## src/rtl/fva_pkg.sv

```systemverilog
// ----------------------------------------------------------------------------
// fva_pkg
// Shared types and constants of the fisheye vignette alpha pipeline.
// ----------------------------------------------------------------------------
package fva_pkg;

  localparam int AlphaW = 16;
  localparam int QuotW  = 16;
  localparam logic [AlphaW-1:0] OneQ15 = 16'h8000;

  typedef enum logic [2:0] {
    RegCenterX     = 3'd0,
    RegCenterY     = 3'd1,
    RegFadeStart   = 3'd2,
    RegFadeEnd     = 3'd3,
    RegEdgeZero    = 3'd4,
    RegEdgeRamp    = 3'd5,
    RegImageWidth  = 3'd6,
    RegImageHeight = 3'd7
  } fva_reg_e;

  typedef struct packed {
    logic rad_one;
    logic rad_zero;
    logic rad_sat;
    logic edge_on;
    logic edge_one;
    logic edge_zero;
  } fva_flags_t;

endpackage

```

## src/rtl/fva_div.sv

```systemverilog
// ----------------------------------------------------------------------------
// fva_div
// Two-lane restoring divider, one quotient bit per stage, Q15 fractions.
// ----------------------------------------------------------------------------
module fva_div
  import fva_pkg::*;
#(
  parameter int DW = 18
) (
  input  logic             clk_i,
  input  logic             rst_ni,
  input  logic             en_i,
  input  logic             valid_i,
  input  fva_flags_t       flags_i,
  input  logic [DW-1:0]    num0_i,
  input  logic [DW-1:0]    div0_i,
  input  logic [DW-1:0]    num1_i,
  input  logic [DW-1:0]    div1_i,
  output logic             valid_o,
  output fva_flags_t       flags_o,
  output logic [QuotW-1:0] q0_o,
  output logic [QuotW-1:0] q1_o
);

  logic [DW-1:0]    rem0_q [QuotW];
  logic [DW-1:0]    rem1_q [QuotW];
  logic [DW-1:0]    dv0_q  [QuotW];
  logic [DW-1:0]    dv1_q  [QuotW];
  logic [QuotW-1:0] q0_q   [QuotW];
  logic [QuotW-1:0] q1_q   [QuotW];
  fva_flags_t       fl_q   [QuotW];
  logic [QuotW-1:0] vld_q;

  for (genvar k = 0; k < QuotW; k++) begin : g_stage
    logic [DW-1:0]    r0x, r1x, d0, d1;
    logic [QuotW-1:0] qa, qb;
    fva_flags_t       fl;
    logic             v_in, b0, b1;

    if (k == 0) begin : g_first
      assign r0x  = num0_i;
      assign r1x  = num1_i;
      assign d0   = div0_i;
      assign d1   = div1_i;
      assign qa   = '0;
      assign qb   = '0;
      assign fl   = flags_i;
      assign v_in = valid_i;
    end else begin : g_next
      assign r0x  = rem0_q[k-1] << 1;
      assign r1x  = rem1_q[k-1] << 1;
      assign d0   = dv0_q[k-1];
      assign d1   = dv1_q[k-1];
      assign qa   = q0_q[k-1];
      assign qb   = q1_q[k-1];
      assign fl   = fl_q[k-1];
      assign v_in = vld_q[k-1];
    end

    assign b0 = r0x >= d0;
    assign b1 = r1x >= d1;

    always_ff @(posedge clk_i or negedge rst_ni) begin
      if (!rst_ni) begin
        vld_q[k] <= 1'b0;
      end else if (en_i) begin
        vld_q[k] <= v_in;
      end
    end

    always_ff @(posedge clk_i) begin
      if (en_i) begin
        rem0_q[k] <= b0 ? r0x - d0 : r0x;
        rem1_q[k] <= b1 ? r1x - d1 : r1x;
        dv0_q[k]  <= d0;
        dv1_q[k]  <= d1;
        q0_q[k]   <= {qa[QuotW-2:0], b0};
        q1_q[k]   <= {qb[QuotW-2:0], b1};
        fl_q[k]   <= fl;
      end
    end
  end

  assign valid_o = vld_q[QuotW-1];
  assign flags_o = fl_q[QuotW-1];
  assign q0_o    = q0_q[QuotW-1];
  assign q1_o    = q1_q[QuotW-1];

endmodule

```

## config.mk

```make
export PLATFORM = sky130hd
export DESIGN_NAME = fva_div
export DESIGN_NICKNAME = d
export VERILOG_FILES = /design/src/rtl/fva_pkg.sv /design/src/rtl/fva_div.sv
export SDC_FILE = /design/constraint.sdc
export NUM_CORES = 2
export LEC_CHECK = 0
export BUFFER_PORTS_ARGS = -buffer_cell sky130_fd_sc_hd__buf_2
export CAP_MARGIN = 20
export CORE_MARGIN = 2
export CORE_UTILIZATION = 65
export CTS_CLUSTER_DIAMETER = 80
export CTS_CLUSTER_SIZE = 24
export DETAILED_ROUTE_END_ITERATION = 12
export MAX_ROUTING_LAYER = met4
export PLACE_DENSITY = 0.78
export SLEW_MARGIN = 10
export SYNTH_ARGS = -nofsm -noshare
export SYNTH_HDL_FRONTEND = slang
export SYNTH_SLANG_ARGS = --single-unit
```

## constraint.sdc

```tcl
create_clock -name clk_i -period 4.8 [get_ports clk_i]
set_input_delay 0 -clock clk_i [delete_from_list [all_inputs] [get_ports clk_i]]
set_output_delay 0 -clock clk_i [all_outputs]
set_load 0.05 [all_outputs]
```

==> flow_summary.yaml <==
clocking:
  numCtsBuffers: 72
  clkLatencyLatePin_ps: 660
  clock_sinks: 1434
  clock-root-buffer: "clkbuf_16"
  h-tree-depth: 3
  cts_tree: "done"
  clk_pin_slew_ps: 90
  cts_setup_buffers: 0
  cts.path.max_buffers: 3
finish:
  antennaDiodeCount: 0
  layout-drive-gt1-share: 0.0923
  fin_area_um2: 80600
  area_growth_pct: 6.98
  final_net_count: 6925
  postLayoutCoreUtil: 0.703
  nFillCells: 7831
  instances_no_fill: 7775
sta:
  finalHoldViolCount: 0
  slew_headroom: 0.269
  finalClockSkew_ps: 18.2
  max_freq_mhz: 266
  finalSetupViolations: 0
  tightest_slew_ps: 1100
  grt_setup_unrepaired: "false"
  layout_min_cycle_time_ps: 3770
  setup-tns-final_ps: 0
  fin_crit_sh: 0.784
  slew_viol_final: 0
power:
  finalPower_mw: 45.1
  ir_worst_vdd_mv: 0.344
  powerDensity_nw_per_um2: 560
  power_leakage_nw: 32.6
die:
  die_w_um: 345
  rows: 124
  start_util: 0.657
  fp.coreArea_um2: 115000
  die_y_um: 345
  ios: 121
  die_area_um2: 119000
global_route:
  grt_pass1_wl_um: 216000
  grt_usage: 0.231
  grt-ovfl-total: 0
  grt_pass1_vias: 45900
  grt_start_max_net_pins: 215
  antenna_found_initial: 0
hold_path:
  worstHoldPathType: "input port to flop"
  hold_start: "div0_i[0]"
  worstHoldEndpoint: "dv0_q[0][0]"
  hold_path_depth: 2
drt:
  via_per_inst: 5.83
  wire_per_inst_um: 17.2
  ant_nets: 0
  drt_iter0_drc: 2588
  drc: 0
  dr.pass1.iters: 6
  routed_wl_um: 134000
  num_vias: 45300
yosys:
  synthXorXnorAreaFrac: 0.0459
  synth_top_area_share: 0.565
  synth_fp_nets: 6713
  avgSynthCellArea_um2: 12.5
  yosysMostFrequentCell: "edfxtp_1"
  yosys-top-cells-area: "edfxtp_1, ha_1, mux2_2"
  synthesis.area_um2: 75400
  synth-warning-count: 0
  synth-edff-count: 1418
  synth_top_cell_by_area: "edfxtp_1"
  yosys-top-cells-count: "edfxtp_1, inv_1, ha_1, a21oi_1, nor2_1"
  synth_compound_area_frac: 0.111
  yosys-mux-area-fraction: 0.0592
  yosysSeqAreaShare: 0.570
  yosys_register_bits: 1434
  synthArstFlopShare: 0.0112
  ys_types: 85
  synth_top_family_by_area: "compound AO/OA/AOI/OAI gates"
  synth_flop_cell: "edfxtp_1"
  synth-simple-area-share: 0.0694
  yosys.area_share.adder: 0.103
  netlist_instances: 6027
worst_setup_path:
  r2r_setup_slack_ps: 1040
  slowest_stage: "o22ai_2"
  start_kind: "input port"
  reg2reg_from: "dv1_q[0][92]"
  end_kind: "flop"
  worstPathArrival_ps: 4170
  cp_max_fo: 24
  cp.required_ps: 5210
  path_cells: "dlygate4sd3_1 > buf_2 > inv_1 > ha_1 > inv_1 > fa_1 > a211oi_1 > o21ai_0 > nand3_1 > and4b_1 > nor4b_1 > o22ai_2 > buf_4 > o21ai_0 > dlygate4sd3_1"
  regToRegEndpoint: "rem1_q[0][112]"
  reg2regPathDepth: 9
  cpPeakStageDelay_ps: 770
  timing_worst_setup_path_type: "input port to flop"
placement:
  dpl.hpwl_um: 98500
  placed_area_um2: 77700
  dp.cells: 7594
  gp_congestion: 0.943
  io_buffer_count: 120
flow_run:
  maxCapViolCount: 0
outcome:
  outcome: "finished, final reports clean"
logic make-up (layout without fill, tap and decap cells):
logic type,Yosys count,after routing
flops,1434,1434
compound gates,1303,1303
simple gates,1088,1088
buf+inv,806,1042
fa+ha+maj,604,604
mux,397,397
xor+xnor,395,395
how the worst max path moves through the flow:
stage | startpoint | endpoint | cells past startpoint
after detailed placement | dv1_q[0][92] | rem1_q[0][121] | 9
after floorplan | dv1_q[1][36] | rem1_q[1][64] | 9
after global placement | dv1_q[0][92] | rem1_q[0][121] | 9
after global routing | num1_i[0] | rem1_q[0][2] | 15
final | num1_i[0] | rem1_q[0][2] | 15
after CTS | dv1_q[0][92] | rem1_q[0][121] | 9
area by class of cell:
class	count	area, µm²	share of cell area
clock inverters	17	184	0.00228
well taps	1512	1890	0.0235
multi-input cells	3787	29300	0.363
clock buffers	81	1900	0.0235
inverters	720	2700	0.0335
flip-flops and latches	1434	43000	0.533
repair buffers	224	1700	0.0211
registers in the layout, summed over array words and instances, names as in the netlist:
register and count:
q1_q 136, rem1_q 255, valid_o 1, q0_q 136, fl_q 96, rem0_q 255
dv0_q 270, g_stage.v_in 15, dv1_q 270
cells in the final DEF, fill, tap and decap left out, types with 24 or more instances in the layout:
master / Yosys / routed
inv_1: 719 / 719
ha_1: 574 / 574
mux2i_1: 31 / 31
o31ai_1: 32 / 32
nand4_1: 66 / 66
xor2_1: 163 / 163
or3_1: 27 / 27
a21oi_1: 435 / 434
nand2b_1: 81 / 81
nand2_1: 234 / 234
clkbuf_16: 0 / 74
o21ai_0: 273 / 273
o211ai_1: 24 / 24
nor2_1: 350 / 350
mux2_2: 281 / 281
buf_2: 26 / 119
fa_1: 30 / 30
a31oi_1: 39 / 39
mux2_1: 78 / 78
a21o_1: 144 / 144
o21a_1: 80 / 80
o21bai_1: 28 / 28
nor2b_1: 67 / 67
nand3_1: 73 / 73
nor3_1: 77 / 77
and3_1: 26 / 26
xnor2_1: 232 / 232
dlygate4sd3_1: 0 / 83
a211oi_1: 31 / 31
edfxtp_1: 1418 / 1418
o31a_1: 41 / 41
per-layer routing:
metal | part of all wire | track usage | vias to the layer above
met2 | 0.55 | 0.446 | 873
met5 | 0 | - | -
li1 | - | - | 22400
met3 | 0.029 | 0.0223 | 289
met1 | 0.38 | 0.238 | 21700
met4 | 0.036 | 0.0908 | 0
report_power, final:
| group | total, mW | switching, mW | internal, mW |
|---|---|---|---|
| sequential | 19.0 | 1.40 | 17.6 |
| clock | 6.71 | 3.74 | 2.97 |
| combinational | 19.4 | 10.4 | 9.01 |
worst max-delay path: cells and delay by family:
kind | cells | cell delay (ps)
compound gates | 4 | 1420
fa+ha+maj | 2 | 580
buf+inv | 6 | 1630
simple gates | 3 | 520
stage by stage:
stage / hold WS [ps] / setup WS (ps)
after CTS: 2.14 / 987
after detailed placement: -74.7 / 1000
after global routing: 32.5 / 840
final: 49.5 / 1030
after floorplan: -296 / 1890
after global placement: -80.1 / 1030
repair_timing:
action / in CTS / in global routing
gates resized for setup: 0 / 0
endpoints found under the hold margin: 161 / 0
hold buffers: 83 / 0
(Power assumes the default switching activity.)
