**src/rtl/fva_sqrt.sv**
```systemverilog
// ----------------------------------------------------------------------------
// fva_sqrt
// Floor square root, one root bit per pipeline stage.
// ----------------------------------------------------------------------------
module fva_sqrt #(
  parameter int RW = 17,
  parameter int DW = 13
) (
  input  logic            clk_i,
  input  logic            rst_ni,
  input  logic            en_i,
  input  logic            valid_i,
  input  logic [2*RW-1:0] rad_i,
  input  logic [DW-1:0]   d_i,
  output logic            valid_o,
  output logic [RW-1:0]   root_o,
  output logic [DW-1:0]   d_o
);

  localparam int SW = 2 * RW;

  logic [RW+1:0] rem_q  [RW];
  logic [RW-1:0] root_q [RW];
  logic [SW-1:0] rad_q  [RW];
  logic [DW-1:0] d_q    [RW];
  logic [RW-1:0] vld_q;

  for (genvar k = 0; k < RW; k++) begin : g_stage
    logic [RW+1:0] rem_in, remx, trial;
    logic [RW-1:0] root_in;
    logic [SW-1:0] rad_in;
    logic [DW-1:0] d_in;
    logic          v_in, ge;

    if (k == 0) begin : g_first
      assign rem_in  = '0;
      assign root_in = '0;
      assign rad_in  = rad_i;
      assign d_in    = d_i;
      assign v_in    = valid_i;
    end else begin : g_next
      assign rem_in  = rem_q[k-1];
      assign root_in = root_q[k-1];
      assign rad_in  = rad_q[k-1];
      assign d_in    = d_q[k-1];
      assign v_in    = vld_q[k-1];
    end

    always_comb begin
      remx  = {rem_in[RW-1:0], rad_in[SW-1:SW-2]};
      trial = {root_in, 2'b01};
      ge    = remx >= trial;
    end

    always_ff @(posedge clk_i or negedge rst_ni) begin
      if (!rst_ni) begin
        vld_q[k] <= 1'b0;
      end else if (en_i) begin
        vld_q[k] <= v_in;
      end
    end

    always_ff @(posedge clk_i) begin
      if (en_i) begin
        rem_q[k]  <= ge ? remx - trial : remx;
        root_q[k] <= {root_in[RW-2:0], ge};
        rad_q[k]  <= rad_in << 2;
        d_q[k]    <= d_in;
      end
    end
  end

  assign valid_o = vld_q[RW-1];
  assign root_o  = root_q[RW-1];
  assign d_o     = d_q[RW-1];

endmodule

```
**config.mk**
```make
export PLATFORM = sky130hd
export DESIGN_NAME = fva_sqrt
export DESIGN_NICKNAME = d
export VERILOG_FILES = /design/src/rtl/fva_sqrt.sv
export SDC_FILE = /design/constraint.sdc
export NUM_CORES = 1
export LEC_CHECK = 0
export BUFFER_PORTS_ARGS = -buffer_cell sky130_fd_sc_hd__buf_2
export CORE_AREA = 2 2 337 339
export CTS_BUF_LIST = sky130_fd_sc_hd__clkbuf_8 sky130_fd_sc_hd__clkbuf_16
export CTS_CLUSTER_SIZE = 30
export DETAILED_ROUTE_END_ITERATION = 16
export DIE_AREA = 0 0 339 341
export PLACE_DENSITY = 0.54
export SETUP_SLACK_MARGIN = 0.02
export SLEW_MARGIN = 40
export SYNTH_ARGS = -nofsm -noshare
export SYNTH_HDL_FRONTEND = slang
export SYNTH_SLANG_ARGS = --single-unit
export TNS_END_PERCENT = 10
```
**constraint.sdc**
```tcl
create_clock -name clk_i -period 3.51 [get_ports clk_i]
set_input_delay 0 -clock clk_i [delete_from_list [all_inputs] [get_ports clk_i]]
set_output_delay 0 -clock clk_i [all_outputs]
set_load 0.02 [all_outputs]
```
==> metrics, run 1 <==
status=finished clean; Clock transition at path regs=about 60 ps; peak supply drop=346 uV; TritonCTS clock tree=done; WL per Instance=15.1 um; Antenna Nets Post-Route=0; # diodes=0; clock sinks=around 900; core area=around 0.11 mm^2; clk_skew=46.9 ps; cells after synthesis=between 2000 and 3000; Total Routing Usage GR=between 10% and 20%; final setup vio count=0; Hold Path Depth=2; Worst Path Arrival=approximately 3300 ps; Hold Path End=rad_q[0][15]; synth unique cells=82; Placed Area=slightly above 0.04 mm^2; Final period util=83.5%; GPL Wtd Cong=approximately 0.84; Worst R2R End=rem_q[0][232]; hold path startpoint=rad_i[15]; CP max stage delay=~570 ps; Seq/Total Area, Yosys=70.4%; I/O Pins=about 80; Post-Syn Area=just under 0.04 mm^2; Place WS=between 600 and 700 ps; most common cell after layout, fill and taps aside=edfxtp_1; drt total wl=68000 um; Cell Rows=approximately 120; Tmin final=between 2000 and 3000 ps; Crit Path Class=reg2reg; CTS Buf Count=100; commonest non-fill, non-tap cells in the layout=edfxtp_1, inv_1, ha_1, nor2_1, a21oi_1; DP HPWL=~46000 um; Critical Path Start Type=flop; CTS Buffer Depth=3; largest net degree at the start of global routing=between 100 and 150; final instance area=~0.046 mm^2; H-tree Lvls=3; worst skew pair latency=between 600 and 700 ps; DR vias=21448; Rel. slew slack=around half; DRC violations left=0; hold crit path type=in2reg; CP Max Fanout=18; CP Capture Type=flop; Fin. Hold Viols=0; worst flop-to-flop path startpoint=rem_q[0][212]; worst path bufs/invs=1; final number of max-transition violations=0; Top delay family on crit path=compound AO/OA/AOI/OAI gates; Cell Pwr Density=~600 mW/mm^2; first-pass GRT wire length=about 110000 um; Leak=around 17 nW; Fmax achieved=0.341 GHz; Via-to-Cell Ratio=roughly 4.8; syn_nets=2864; Worst-Margin Slew=between 700 and 800 ps; Overflow after GRT=0; RSZ-0062 raised after global routing=no; placed cell count=~4200; Port Buf Inserts=81; initial antenna violation count=0; chip height=341 um; CP max stage cell=o31ai_2; Area Growth Syn to Fin=17.1%; vias in the first global route=roughly 22000; layout cells sized above 1=12.5%; setup tns final=0 ps; Max-Cap Viols=0; Die Area=~0.12 mm^2; syn_area_per_cell=14.8 um^2; Initial DRC Count=about 1200; Synth Register Bits=917; setup slack, reg-to-reg=580 ps; Root Buffer=clkbuf_16; Cell Chain, Critical Path=ha_1 -> o21ai_0 -> a21oi_1 -> a31oi_1 -> o31ai_2 -> buf_4 -> mux2_2; Initial Util=34.9%; PnR worst setup slack=580 ps; r2r worst-path depth=7; EDFF count, synth=900; Warnings, synthesis=0; nets@finish=approximately 3100; Final Non-Filler Cells=approximately 4500; main flop type after synthesis=edfxtp_1; Die Wd=339 um; first-pass iteration count of the detailed router=5; Async SR Flop Fraction=around 1.9%; CP Data Required Time=about 3900 ps
==> synthesized netlist by cell type (all sizes together), types with 23 or more instances <==
| library cell | instances | area share, % |
|---|---|---|
| edfxtp | 900 | 69 |
| inv | 222 | 2.1 |
| ha | 170 | 5.5 |
| nor2 | 137 | 1.3 |
| a21oi | 132 | 1.7 |
| nand2 | 123 | 1.2 |
| o21ai | 110 | 1.4 |
| xnor2 | 89 | 2.0 |
| mux2 | 75 | 2.2 |
| xor2 | 75 | 1.7 |
| nor3 | 63 | 0.83 |
| nand3 | 50 | 0.64 |
| o21a | 39 | 0.75 |
| a21o | 36 | 0.69 |
| nor4 | 29 | 0.50 |
| nand2b | 27 | 0.43 |
| or3 | 27 | 0.43 |
| nand4 | 23 | 0.38 |
==> worst max-delay path by stage <==
stage / from / to / cells after the start
after floorplan: rem_q[0][200] / rem_q[0][219] / 8
after global placement: root_q[1][73] / rem_q[0][256] / 8
after detailed placement: rem_q[0][212] / rem_q[0][232] / 7
after CTS: rem_q[0][212] / rem_q[0][232] / 7
after global routing: rem_q[0][211] / rem_q[0][243] / 7
final: rem_q[0][212] / rem_q[0][232] / 7
==> stage by stage <==
| step | power [mW] | util (%) | hold WS, ps |
|---|---|---|---|
| floorplan | 16.7 | - | -296 |
| global placement | 17.8 | 37.1 | -86.9 |
| detailed placement | 17.9 | 37.1 | -62.5 |
| CTS | 28.5 | 40.8 | 2.24 |
| global route | 29.5 | 40.8 | 22.4 |
| finish | 28.1 | 40.8 | 55.8 |
==> per-layer routing <==
metal	share of wire, %	track usage [%]
met1	44	14.5
met2	49	20.4
met3	3.8	2.36
met4	3.0	4.37
met5	0	0
==> logic make-up (layout without fill, tap and decap cells) <==
group | count (synthesis) | after routing | synth area share (%)
flops | 917 | 917 | 70.4
simple gates | 576 | 576 | 7.57
compound gates | 473 | 473 | 7.88
buf+inv | 256 | 612 | 2.60
fa+ha+maj | 170 | 170 | 5.45
xor+xnor | 164 | 164 | 3.68
mux | 86 | 86 | 2.45
other cells | 1 | 1 | 0.00961
==> cell type report <==
type,count,area (um^2)
clock inverter,85,756
clock buffer,104,2560
inverter,222,833
tap,1500,1880
multi-input combinational,1470,10600
sequential,917,27500
timing repair buffer,201,1620
fill,10218,66200
==> where the power goes <==
part           total, mW  internal [mW]  switching, mW
clock network       10.3           6.05           4.27
logic               3.77           1.68           2.09
registers           14.0           13.4          0.574
total               28.1           21.1           6.93
==> flip-flops by register name, summed over array words and instances, names as in the netlist <==
name,flops
root_q,153
g_stage.v_in,16
rem_q,254
rad_q,272
valid_o,1
d_q,221
==> timing repair <==
action                    CTS  global route
hold endpoints to repair  121            17
gates resized for setup     0             0
hold buffers               87             1
setup buffers               0             0
Power figures use the tool's default switching activity.
==> run 2: changes to the inputs <==
Settings changed: PLACE_DENSITY 0.54 to 0.56.
Clock period 3.51 ns to 2.4 ns, I/O delays scaled along.
==> run 2 against run 1 <==
Net effect: the flow now finishes with violations (negative setup slack); cell count increased by 8.5%; sequential share of layout area decreased by 5.3 points; die area unchanged; via count increased by 5.0%; largest cell class unchanged; critical path depth unchanged; design area increased by 9.7%; clock skew about the same; sequential cell count unchanged; combinational power increased by 87%; hold slack improved by 4.8 ps; first-iteration DRC count decreased by 6.9%.
==> metrics, run 2 (synthesis gave the netlist of run 1 again) <==
final setup vio count=17; chip height=approximately 340 um; first-pass GRT wire length=113000 um; switching pwr=10.7 mW; Critical Path Start Type=flop; Tot Pwr=44.1 mW; final number of max-transition violations=0; setup slack, reg-to-reg=-80 ps; Worst-Margin Slew=610 ps; Via-to-Cell Ratio=between 4 and 5; Die Area=0.116 mm^2; clk_skew=~47 ps; first-pass iteration count of the detailed router=5; I/O Pins=82; status=finished, violations left; Initial DRC Count=approximately 1100; Fin. Hold Viols=0; setup tns final=-816 ps; Clock transition at path regs=approximately 60 ps; Die Wd=between 300 and 400 um; largest net degree at the start of global routing=96; CTS Buffer Depth=3; Port Buf Inserts=between 80 and 90; Fmax achieved=around 0.40 GHz; Min Hold Slack=between 60 and 70 ps; PnR worst setup slack=-81.5 ps; CP Max Fanout=14; end-of-flow core utilization=about 45%; Worst R2R End=rem_q[0][221]; vias in the first global route=23016; most common cell after layout, fill and taps aside=edfxtp_1; registers with the most flip-flops=rad_q x272, rem_q x254, d_q x221; combinational share of power=between 10% and 20%; commonest non-fill, non-tap cells in the layout=edfxtp_1, buf_4, inv_1, nor2_1, ha_1; Cell Rows=123; DP HPWL=~46000 um; hold path startpoint=rad_i[5]; layout cells sized above 1=27.1%; worst flop-to-flop path startpoint=rem_q[0][200]; CP Data Required Time=between 2000 and 3000 ps; nets@finish=roughly 3500; H-tree Lvls=3; final instance area=roughly 0.05 mm^2; hold crit path type=in2reg; Crit Path Class=reg2reg; Leak=slightly below 20 nW; Root Buffer=clkbuf_16; Reg with most FFs=rad_q; # diodes=0; peak supply drop=619 uV; drt total wl=roughly 69000 um; Area Growth Syn to Fin=28.4%; core area=around 0.11 mm^2; violated checks=negative setup slack; worst skew pair latency=690 ps; WL per Instance=~14 um; RSZ-0062 raised after global routing=yes; clock power share=between 30% and 40%; sw frac=between 20% and 30%; max reg flops=between 200 and 300; Max-Cap Viols=0; Initial Util=a little over a third; Placed Area=around 0.044 mm^2; Place WS=-334 ps; Final period util=103%; DRC violations left=0; Overflow after GRT=0; CTS Buf Count=100; Tmin final=about 2500 ps; TritonCTS clock tree=done; internal power=about 33 mW; CP endpoint=rem_q[0][221]; GPL Wtd Cong=roughly 0.84; clock sinks=between 900 and 1000; Worst Path Arrival=between 2000 and 3000 ps; r2r worst-path depth=7; placed cell count=4566; Final Non-Filler Cells=slightly below 5000; Antenna Nets Post-Route=0; Cell Pwr Density=880 mW/mm^2; Total Routing Usage GR=around an eighth; DR vias=between 20000 and 25000; CP Capture Type=flop; initial antenna violation count=0; Rel. slew slack=between 50% and 60%; Reg power frac=a little under half; Setup crit start=rem_q[0][200]
[run 2: worst min path at each step]
stage                            end  slack, ps  cells past startpoint
CTS                      rad_q[0][3]          6                      2
finish                   rad_q[0][5]         60                      2
floorplan           g_stage[10].v_in       -300                      0
global placement             valid_o        -70                      1
global route             rad_q[0][3]         10                      2
detailed placement           valid_o        -70                      1
[run 2: worst max-delay path: stages (launching register included)]
cell,delay (ps)
edfxtp_1,440
ha_4,270
a21o_1,170
or4_4,440
nor4_4,170
o31a_1,220
buf_12,180
mux2_4,300
[run 2: cell type report]
cell class                 instances  area (um^2)
sequential                       917        27500
timing repair buffer             583         4670
multi-input combinational       1470        11600
clock buffer                     101         2530
clock inverter                    89         1110
inverter                         222          838
fill                            9982        61800
tap                             1500         1880
[run 2: what timing repair did]
action | 4_1_cts | 5_1_grt
hold buffers | 89 | 1
gates resized for setup | 91 | 141
endpoints found under the setup margin | 113 | 164
buffers inserted | 13 | 22
pin swaps | 20 | 37
hold endpoints to repair | 182 | 17
gates cloned | 1 | 1
[run 2: power by group through the flow]
stage               clock network, mW  registers (mW)  logic, mW
finish                           16.6            20.4       7.05
global route                     17.8            20.6       7.85
CTS                              17.2            20.4       6.73
detailed placement                  0            20.7       6.35
global placement                    0            20.6       6.28
floorplan                           0            20.5       3.92
[run 2: per-layer routing]
metal	share of wire [%]	routed length [um]	global-route usage [%]	vias up
met2	50	34300	20.8	316
met1	43	30000	14.2	10781
met5	0	0	0	-
met4	3.3	2250	4.60	0
li1	-	-	-	11277
met3	3.6	2520	2.57	153
