**src/rtl/fva_front.sv**
```systemverilog
// ----------------------------------------------------------------------------
// fva_front
// Center offsets, border distance, squares and their sum over three stages.
// ----------------------------------------------------------------------------
module fva_front #(
  parameter int CW = 12,
  parameter int FW = 4
) (
  input  logic                  clk_i,
  input  logic                  rst_ni,
  input  logic                  en_i,
  input  logic                  valid_i,
  input  logic [CW-1:0]         x_i,
  input  logic [CW-1:0]         y_i,
  input  logic [CW+FW-1:0]      cx_i,
  input  logic [CW+FW-1:0]      cy_i,
  input  logic [CW:0]           w_i,
  input  logic [CW:0]           h_i,
  output logic                  valid_o,
  output logic [2*(CW+FW):0]    sum_o,
  output logic [CW:0]           d_o
);

  localparam int PW = CW + FW;

  logic [PW-1:0]    xs, ys, adx_d, ady_d, adx_q, ady_q;
  logic signed [CW+1:0] ex, ey;
  logic [CW+1:0]    ax, ay, m0, m1, m2, m3;
  logic [CW:0]      d_d, d1_q, d2_q, d3_q;
  logic [2*PW-1:0]  sqx_q, sqy_q;
  logic [2*PW:0]    sum_q;
  logic [2:0]       vld_q;

  always_comb begin
    xs    = PW'(x_i) << FW;
    ys    = PW'(y_i) << FW;
    adx_d = (xs >= cx_i) ? xs - cx_i : cx_i - xs;
    ady_d = (ys >= cy_i) ? ys - cy_i : cy_i - ys;
    ex    = $signed({2'b00, x_i}) - $signed({1'b0, w_i}) + (CW+2)'(1);
    ey    = $signed({2'b00, y_i}) - $signed({1'b0, h_i}) + (CW+2)'(1);
    ax    = ex[CW+1] ? (CW+2)'(-ex) : (CW+2)'(ex);
    ay    = ey[CW+1] ? (CW+2)'(-ey) : (CW+2)'(ey);
    m0    = ((CW+2)'(w_i) < (CW+2)'(x_i)) ? (CW+2)'(w_i) : (CW+2)'(x_i);
    m1    = (m0 < (CW+2)'(y_i)) ? m0 : (CW+2)'(y_i);
    m2    = (m1 < ax) ? m1 : ax;
    m3    = (m2 < ay) ? m2 : ay;
    d_d   = m3[CW:0];
  end

  always_ff @(posedge clk_i or negedge rst_ni) begin
    if (!rst_ni) begin
      vld_q <= '0;
    end else if (en_i) begin
      vld_q <= {vld_q[1:0], valid_i};
    end
  end

  always_ff @(posedge clk_i) begin
    if (en_i) begin
      adx_q <= adx_d;
      ady_q <= ady_d;
      d1_q  <= d_d;
      sqx_q <= adx_q * adx_q;
      sqy_q <= ady_q * ady_q;
      d2_q  <= d1_q;
      sum_q <= (2*PW+1)'(sqx_q) + (2*PW+1)'(sqy_q);
      d3_q  <= d2_q;
    end
  end

  assign valid_o = vld_q[2];
  assign sum_o   = sum_q;
  assign d_o     = d3_q;

endmodule

```
**config.mk**
```make
export PLATFORM = sky130hd
export DESIGN_NAME = fva_front
export DESIGN_NICKNAME = d
export VERILOG_FILES = /design/src/rtl/fva_front.sv
export SDC_FILE = /design/constraint.sdc
export NUM_CORES = 1
export LEC_CHECK = 0
export BUFFER_PORTS_ARGS = -buffer_cell sky130_fd_sc_hd__clkbuf_2
export CAP_MARGIN = 20
export CORE_MARGIN = 1.5
export CORE_UTILIZATION = 50
export CTS_CLUSTER_DIAMETER = 30
export DETAILED_ROUTE_END_ITERATION = 8
export GPL_TIMING_DRIVEN = 0
export PLACE_DENSITY = 0.73
export RECOVER_POWER = 25
export SYNTH_ARGS = -nofsm -noshare
export SYNTH_HDL_FRONTEND = slang
export SYNTH_SLANG_ARGS = --single-unit
export TNS_END_PERCENT = 5
```
**constraint.sdc**
```tcl
create_clock -name clk_i -period 8.6 [get_ports clk_i]
set_input_delay 0.43 -clock clk_i [delete_from_list [all_inputs] [get_ports clk_i]]
set_output_delay 0.43 -clock clk_i [all_outputs]
set_load 0.01 [all_outputs]
```
==> reports/results.tsv, run 1 <==
stage	metric	value	unit
min_path	Hold Path Class	input pin to register	
routing	WL final	60.6	mm
worst_setup_path	crit path DAT	8460	ps
run	Max-Cap Viols	1	
clock_tree	CTS tree	done	
logic_synthesis	sequential-to-total area share from yosys stat	0.192	
floorplanning	# rows	83	
timing	Slew Viols, Final	71	
clock_tree	root buffer cell	clkbuf_16	
logic_synthesis	Mean Syn Cell Area	9.64	um2
min_path	hold endpoint	vld_q[0]	
logic_synthesis	synth cell count leaders	inv_1 (602), ha_1 (371), fa_1 (334)	
logic_synthesis	top cell type by total area after synthesis	fa_1	
routing	drc violations	0	
global_routing	grt total ovfl	0	
logic_synthesis	synthesized flop and latch total	169	
global_routing	largest net degree at the start of global routing	100	
worst_setup_path	Critical Path Stages	38	
global_routing	initial antenna violation count	2	
logic_synthesis	top-area cell type share of the netlist area	0.254	
routing	vias per cell	5.40	
floorplanning	I/O pin cnt	133	
worst_setup_path	WS Path Type	input pin to register	
min_path	worst hold stages	2	
timing	Final period util	0.951	
worst_setup_path	Critical Path RT	8890	ps
placement	GPL Wtd Cong	0.963	
worst_setup_path	Top Family by Delay on Critical Path	compound AO/OA/AOI/OAI gates	
floorplanning	die area	0.0540	mm2
timing	headroom to the max-slew limit	-1.64	
routing	routed len/inst	16.9	um
routing	via count	19300	
placement	dpl hpwl	51.4	mm
timing	worst-margin pin slew	3960	ps
routing	first-pass iteration count of the detailed router	6	
floorplanning	core area	0.0516	mm2
floorplanning	overall die width	232	um
logic_synthesis	Async SR Flop Fraction	0.0178	
logic_synthesis	synth top area cells	fa_1 (25%), edfxtp_1 (19%), ha_1 (18%)	
timing	clk_skew	18.9	ps
min_path	min-delay src	valid_i	
worst_setup_path	Worst R2R Start	ady_q[1]	
timing	Tmin final	8180	ps
clock_tree	CTS Buf Count	17	
finish	P&R area growth vs syn	8.35	%
status	violated checks	max-capacitance violations, max-slew violations	
clock_tree	clk slew on worst S/H paths	80	ps
logic_synthesis	cell with the most instances after synthesis	inv_1	
clock_tree	insertion delay to the later sink of the worst-skew pair	480	ps
timing	RSZ-0062 raised after global routing	false	
clock_tree	clk sink count	169	
worst_setup_path	endpoint class of the critical path	register	
logic_synthesis	synth unique cells	75	
logic_synthesis	Yosys warning count	0	
timing	Fin. Hold Viols	0	
routing	post-route ant nets	0	
worst_setup_path	Critical R2R Capture	sqy_q[30]	
timing	Fmax achieved	122	MHz
finish	layout cells sized above 1	0.0749	
timing	Final setup viols	0	
logic_synthesis	number of synthesized flops with an enable pin	166	
worst_setup_path	crit path max fanout	10	
worst_setup_path	flop2flop setup slack	1170	ps
worst_setup_path	Worst Path Buf+Inv	8	
global_routing	total track usage	0.235	
worst_setup_path	Critical Path Source Type	input pin	
routing	Initial DRC Count	1278	
global_routing	first-pass GRT wire length	99.6	mm
clock_tree	CTS max path bufs	2	
finish	Final nets	3675	
logic_synthesis	dominant register cell in the synthesized netlist	edfxtp_1	
logic_synthesis	mapped cell area	0.0263	mm2
worst_setup_path	slowest stage delay, CP	450	ps
worst_setup_path	Worst R2R Path Depth	21	
clock_tree	H-tree depth	4	
finish	Util after Layout	0.552	
global_routing	vias in the first global route	20400	
floorplanning	initial core utilization	0.510	
floorplanning	die height	232	um
placement	port bufs	132	
status	status	finished, violations left	
worst_setup_path	slowest CP cell	o21ai_0	
logic_synthesis	Post-Syn Instances	2730	
cell families after synthesis:
family,after synthesis,synth area share
buf+inv,653,0.0938
compound gates,376,0.0941
simple gates,621,0.117
mux,56,0.0226
fa+ha+maj,705,0.431
other cells,1,0.000143
xor+xnor,149,0.0496
flops,169,0.192
registers in the layout (all words and copies together), names as in the netlist:
name and count:
adx_q 16, ady_q 16, d1_q 13, d2_q 13
d_o 13, sqx_q 31, sqy_q 31, sum_o 33
vld_q 3
worst reg2reg max path: cells and delay by family (launching register included):
kind	cells	cell delay [ps]
adders and majority gates	7	3380
DFF	1	400
AOI/OAI and AO/OA	5	1740
muxes	1	180
buffers and inverters	5	990
and+or+nand+nor	3	470
metrics by stage:
step                area (um2)  hold slack [ps]  setup TNS, ps  cells  setup slack, ps
floorplan                26300              134              0   2731              863
global placement         27800              224         -11000   3543             -990
detailed placement       27900              231         -11730   3544            -1060
CTS                      28500              146              0   3577             3.86
global route             28500              186              0   3577             27.1
finish                   28500              196              0   3578              424
worst max-delay path by stage:
| stage | to | slack, ps | startpoint |
|---|---|---|---|
| after floorplan | d1_q[7] | 860 | x_i[1] |
| after detailed placement | d1_q[8] | -1060 | x_i[1] |
| final | d1_q[8] | 420 | x_i[7] |
| after CTS | d1_q[8] | 4 | x_i[1] |
| after global placement | d1_q[8] | -990 | x_i[1] |
| after global routing | d1_q[8] | 30 | x_i[1] |
cell type report:
cell class                 instances  area [um2]
buffer                            51         216
antenna                            1        2.50
clock buffer                      17         425
tap                              680         851
fill                            4408       23100
multi-input combinational       1909       18800
sequential                       169        5060
clock inverter                    15         156
inverter                         602        2260
timing repair buffer             134         693
cell usage in the layout (no fill, tap or decap), drive strengths merged, types with 20 or more instances in the layout:
master / n
and2: 108
a31oi: 20
o21a: 27
a21oi: 98
inv: 611
o21ai: 72
mux2i: 37
xnor2: 102
nor2: 149
clkbuf: 196
xor2: 47
nor2b: 29
nand2: 173
edfxtp: 166
fa: 334
nand2b: 20
ha: 371
nor3: 38
nand3: 24
a21o: 64
routing by layer:
metal / GRT usage / wire length (um) / part of all wire
met1: 0.293 / 25300 / 0.42
met2: 0.403 / 29400 / 0.49
met3: 0.0457 / 3960 / 0.065
met4: 0.0846 / 1930 / 0.032
met5: 0 / 23 / 0.00038
timing repair:
item / 4_1_cts / 5_1_grt
hold endpoints to repair: 3 / 0
setup endpoints to repair: 13 / 13
gates resized for setup: 8 / 15
setup buffers: 0 / 0
hold buffers: 1 / 0
Power of run 1 is left out: the tool's default activity adds up to more than one toggle a clock period on the data nets, which glitch-free logic cannot reach.
==> run 2, diff against run 1 <==
--- a/config.mk
+++ b/config.mk
@@ -5,14 +5,15 @@
 export SDC_FILE = /design/constraint.sdc
 export NUM_CORES = 1
 export LEC_CHECK = 0
-export BUFFER_PORTS_ARGS = -buffer_cell sky130_fd_sc_hd__clkbuf_2
+export BUFFER_PORTS_ARGS = -buffer_cell sky130_fd_sc_hd__buf_2
 export CAP_MARGIN = 20
 export CORE_MARGIN = 1.5
-export CORE_UTILIZATION = 50
+export CORE_UTILIZATION = 35
 export CTS_CLUSTER_DIAMETER = 30
 export DETAILED_ROUTE_END_ITERATION = 8
 export GPL_TIMING_DRIVEN = 0
-export PLACE_DENSITY = 0.73
+export MAX_ROUTING_LAYER = met4
+export PLACE_DENSITY = 0.56
 export RECOVER_POWER = 25
 export SYNTH_ARGS = -nofsm -noshare
 export SYNTH_HDL_FRONTEND = slang
==> reports/results.tsv, run 2 (same netlist as run 1, synthesis figures left out) <==
stage	metric	value	unit
status	status	finished, violations left	
worst_setup_path	crit path DAT	8350	ps
timing	Final period util	0.948	
finish	sequential cell area	0.00506	mm2
placement	port bufs	132	
worst_setup_path	slowest CP cell	a221o_1	
placement	Place WS	-1000	ps
worst_setup_path	slowest stage delay, CP	380	ps
clock_tree	H-tree depth	4	
timing	Tmin final	8160	ps
finish	Final nets	3677	
global_routing	met2 global-route usage	0.275	
min_path	Hold Path Class	input pin to register	
clock_tree	CTS max path bufs	2	
worst_setup_path	WS Path Type	input pin to register	
worst_setup_path	Critical Path Source Type	input pin	
global_routing	met1 Resource Use GR	0.225	
timing	WHS	202	ps
floorplanning	core area	0.0744	mm2
timing	Slew Viols, Final	172	
finish	layout cells sized above 1	0.0756	
run	Max-Cap Viols	2	
finish	commonest non-fill, non-tap cells in the layout	inv_1 (601), ha_1 (371), fa_1 (334), nand2_1 (173), edfxtp_1 (166)	
worst_setup_path	endpoint class of the critical path	register	
finish	P&R area growth vs syn	9.67	%
routing	WL final	61.5	mm
timing	Final setup viols	0	
global_routing	vias in the first global route	18800	
placement	dpl hpwl	52.2	mm
routing	drc violations	0	
routing	via count	18500	
placement	GPL Wtd Cong	0.877	
finish	Fill cells	7517	
timing	headroom to the max-slew limit	-3.30	
timing	RSZ-0062 raised after global routing	false	
finish	post-route cell area	0.0288	mm2
finish	most common cell after layout, fill and taps aside	inv_1	
floorplanning	die area	0.0768	mm2
worst_setup_path	Critical Path RT	8790	ps
clock_tree	clk sink count	169	
global_routing	first-pass GRT wire length	98.9	mm
clock_tree	clk slew on worst S/H paths	70	ps
timing	Fmax achieved	123	MHz
floorplanning	initial core utilization	0.353	
global_routing	grt total ovfl	0	
timing	worst-margin pin slew	6460	ps
floorplanning	# rows	100	
routing	routed len/inst	15.9	um
routing	vias per cell	4.77	
timing	final worst slack	444	ps
global_routing	GR met3 Demand/Resource	0.0272	
timing	Setup TNS Final	0	ps
floorplanning	overall die width	277	um
finish	footprint of the multi-input gates	0.0188	mm2
worst_setup_path	crit path max fanout	10	
global_routing	GRT Max-Usage Layer	met2	
floorplanning	die height	277	um
clock_tree	root buffer cell	clkbuf_16	
routing	post-route ant nets	0	
clock_tree	CTS tree	done	
global_routing	initial antenna violation count	8	
routing	first-pass iteration count of the detailed router	5	
timing	clk_skew	16.1	ps
routing	Initial DRC Count	833	
clock_tree	CTS Buf Count	17	
global_routing	total track usage	0.168	
timing	Fin. Hold Viols	0	
floorplanning	I/O pin cnt	133	
status	violated checks	max-capacitance violations, max-slew violations	
finish	max FFs per register	33	
placement	DP Area	0.0282	mm2
global_routing	largest net degree at the start of global routing	123	
clock_tree	insertion delay to the later sink of the worst-skew pair	460	ps
run 2: cell types whose count changed in the layout (fill, tap and decap cells not counted), sizes merged:
cell      delta
clkinvlp     +3
buf        +129
diode        +6
inv          -5
clkbuf     -126
run 2: timing repair:
action                                  CTS  global route
hold endpoints to repair                  3             0
hold buffers                              1             0
endpoints found under the setup margin   13            13
resized for setup                        11            15
setup buffers                             0             2
run 2: worst max-delay path, delay by kind of cell:
family	cells	cell delay, ps
AO/OA/AOI/OAI	16	3090
multiplexers	3	1000
AND/OR/NAND/NOR	8	1130
adder cells (fa/ha/maj)	5	1500
buffers and inverters	8	1180
run 2: through the flow:
stage,instances,utilization
2_1_floorplan,2731,-
3_3_place_gp,3832,0.379
3_5_place_dp,3833,0.379
4_1_cts,3865,0.387
5_1_grt,3874,0.387
6_report,3874,0.387
run 2: final timing paths:
path,to,slack [ps],cells after the start,startpoint
worst max-delay path,d1_q[7],440,40,x_i[1]
worst min-delay path,adx_q[0],200,1,cx_i[0]
worst max register to register,sqy_q[26],1040,21,ady_q[1]
worst min register to register,d_o[7],420,0,d2_q[7]
max in group asynchronous,vld_q[1],8140,2,rst_ni
min in group asynchronous,vld_q[0],310,2,rst_ni
run 2: area by class of cell:
| cell class | instances | share of cell area |
|---|---|---|
| well taps | 969 | 0.0420 |
| clock inverters | 13 | 0.00425 |
| repair buffers | 136 | 0.0237 |
| flip-flops and latches | 169 | 0.175 |
| multi-input cells | 1909 | 0.653 |
| plain buffers | 51 | 0.00759 |
| clock buffers | 18 | 0.0149 |
| diodes | 7 | 0.000607 |
| inverters | 602 | 0.0783 |
run 2: metal layers:
layer  up-vias  share of wire
met5         -              0
met4         0         0.0082
met3        25          0.043
met2       335           0.47
met1      8963           0.48
li1       9169              -
Power of run 2 is left out for the same reason.
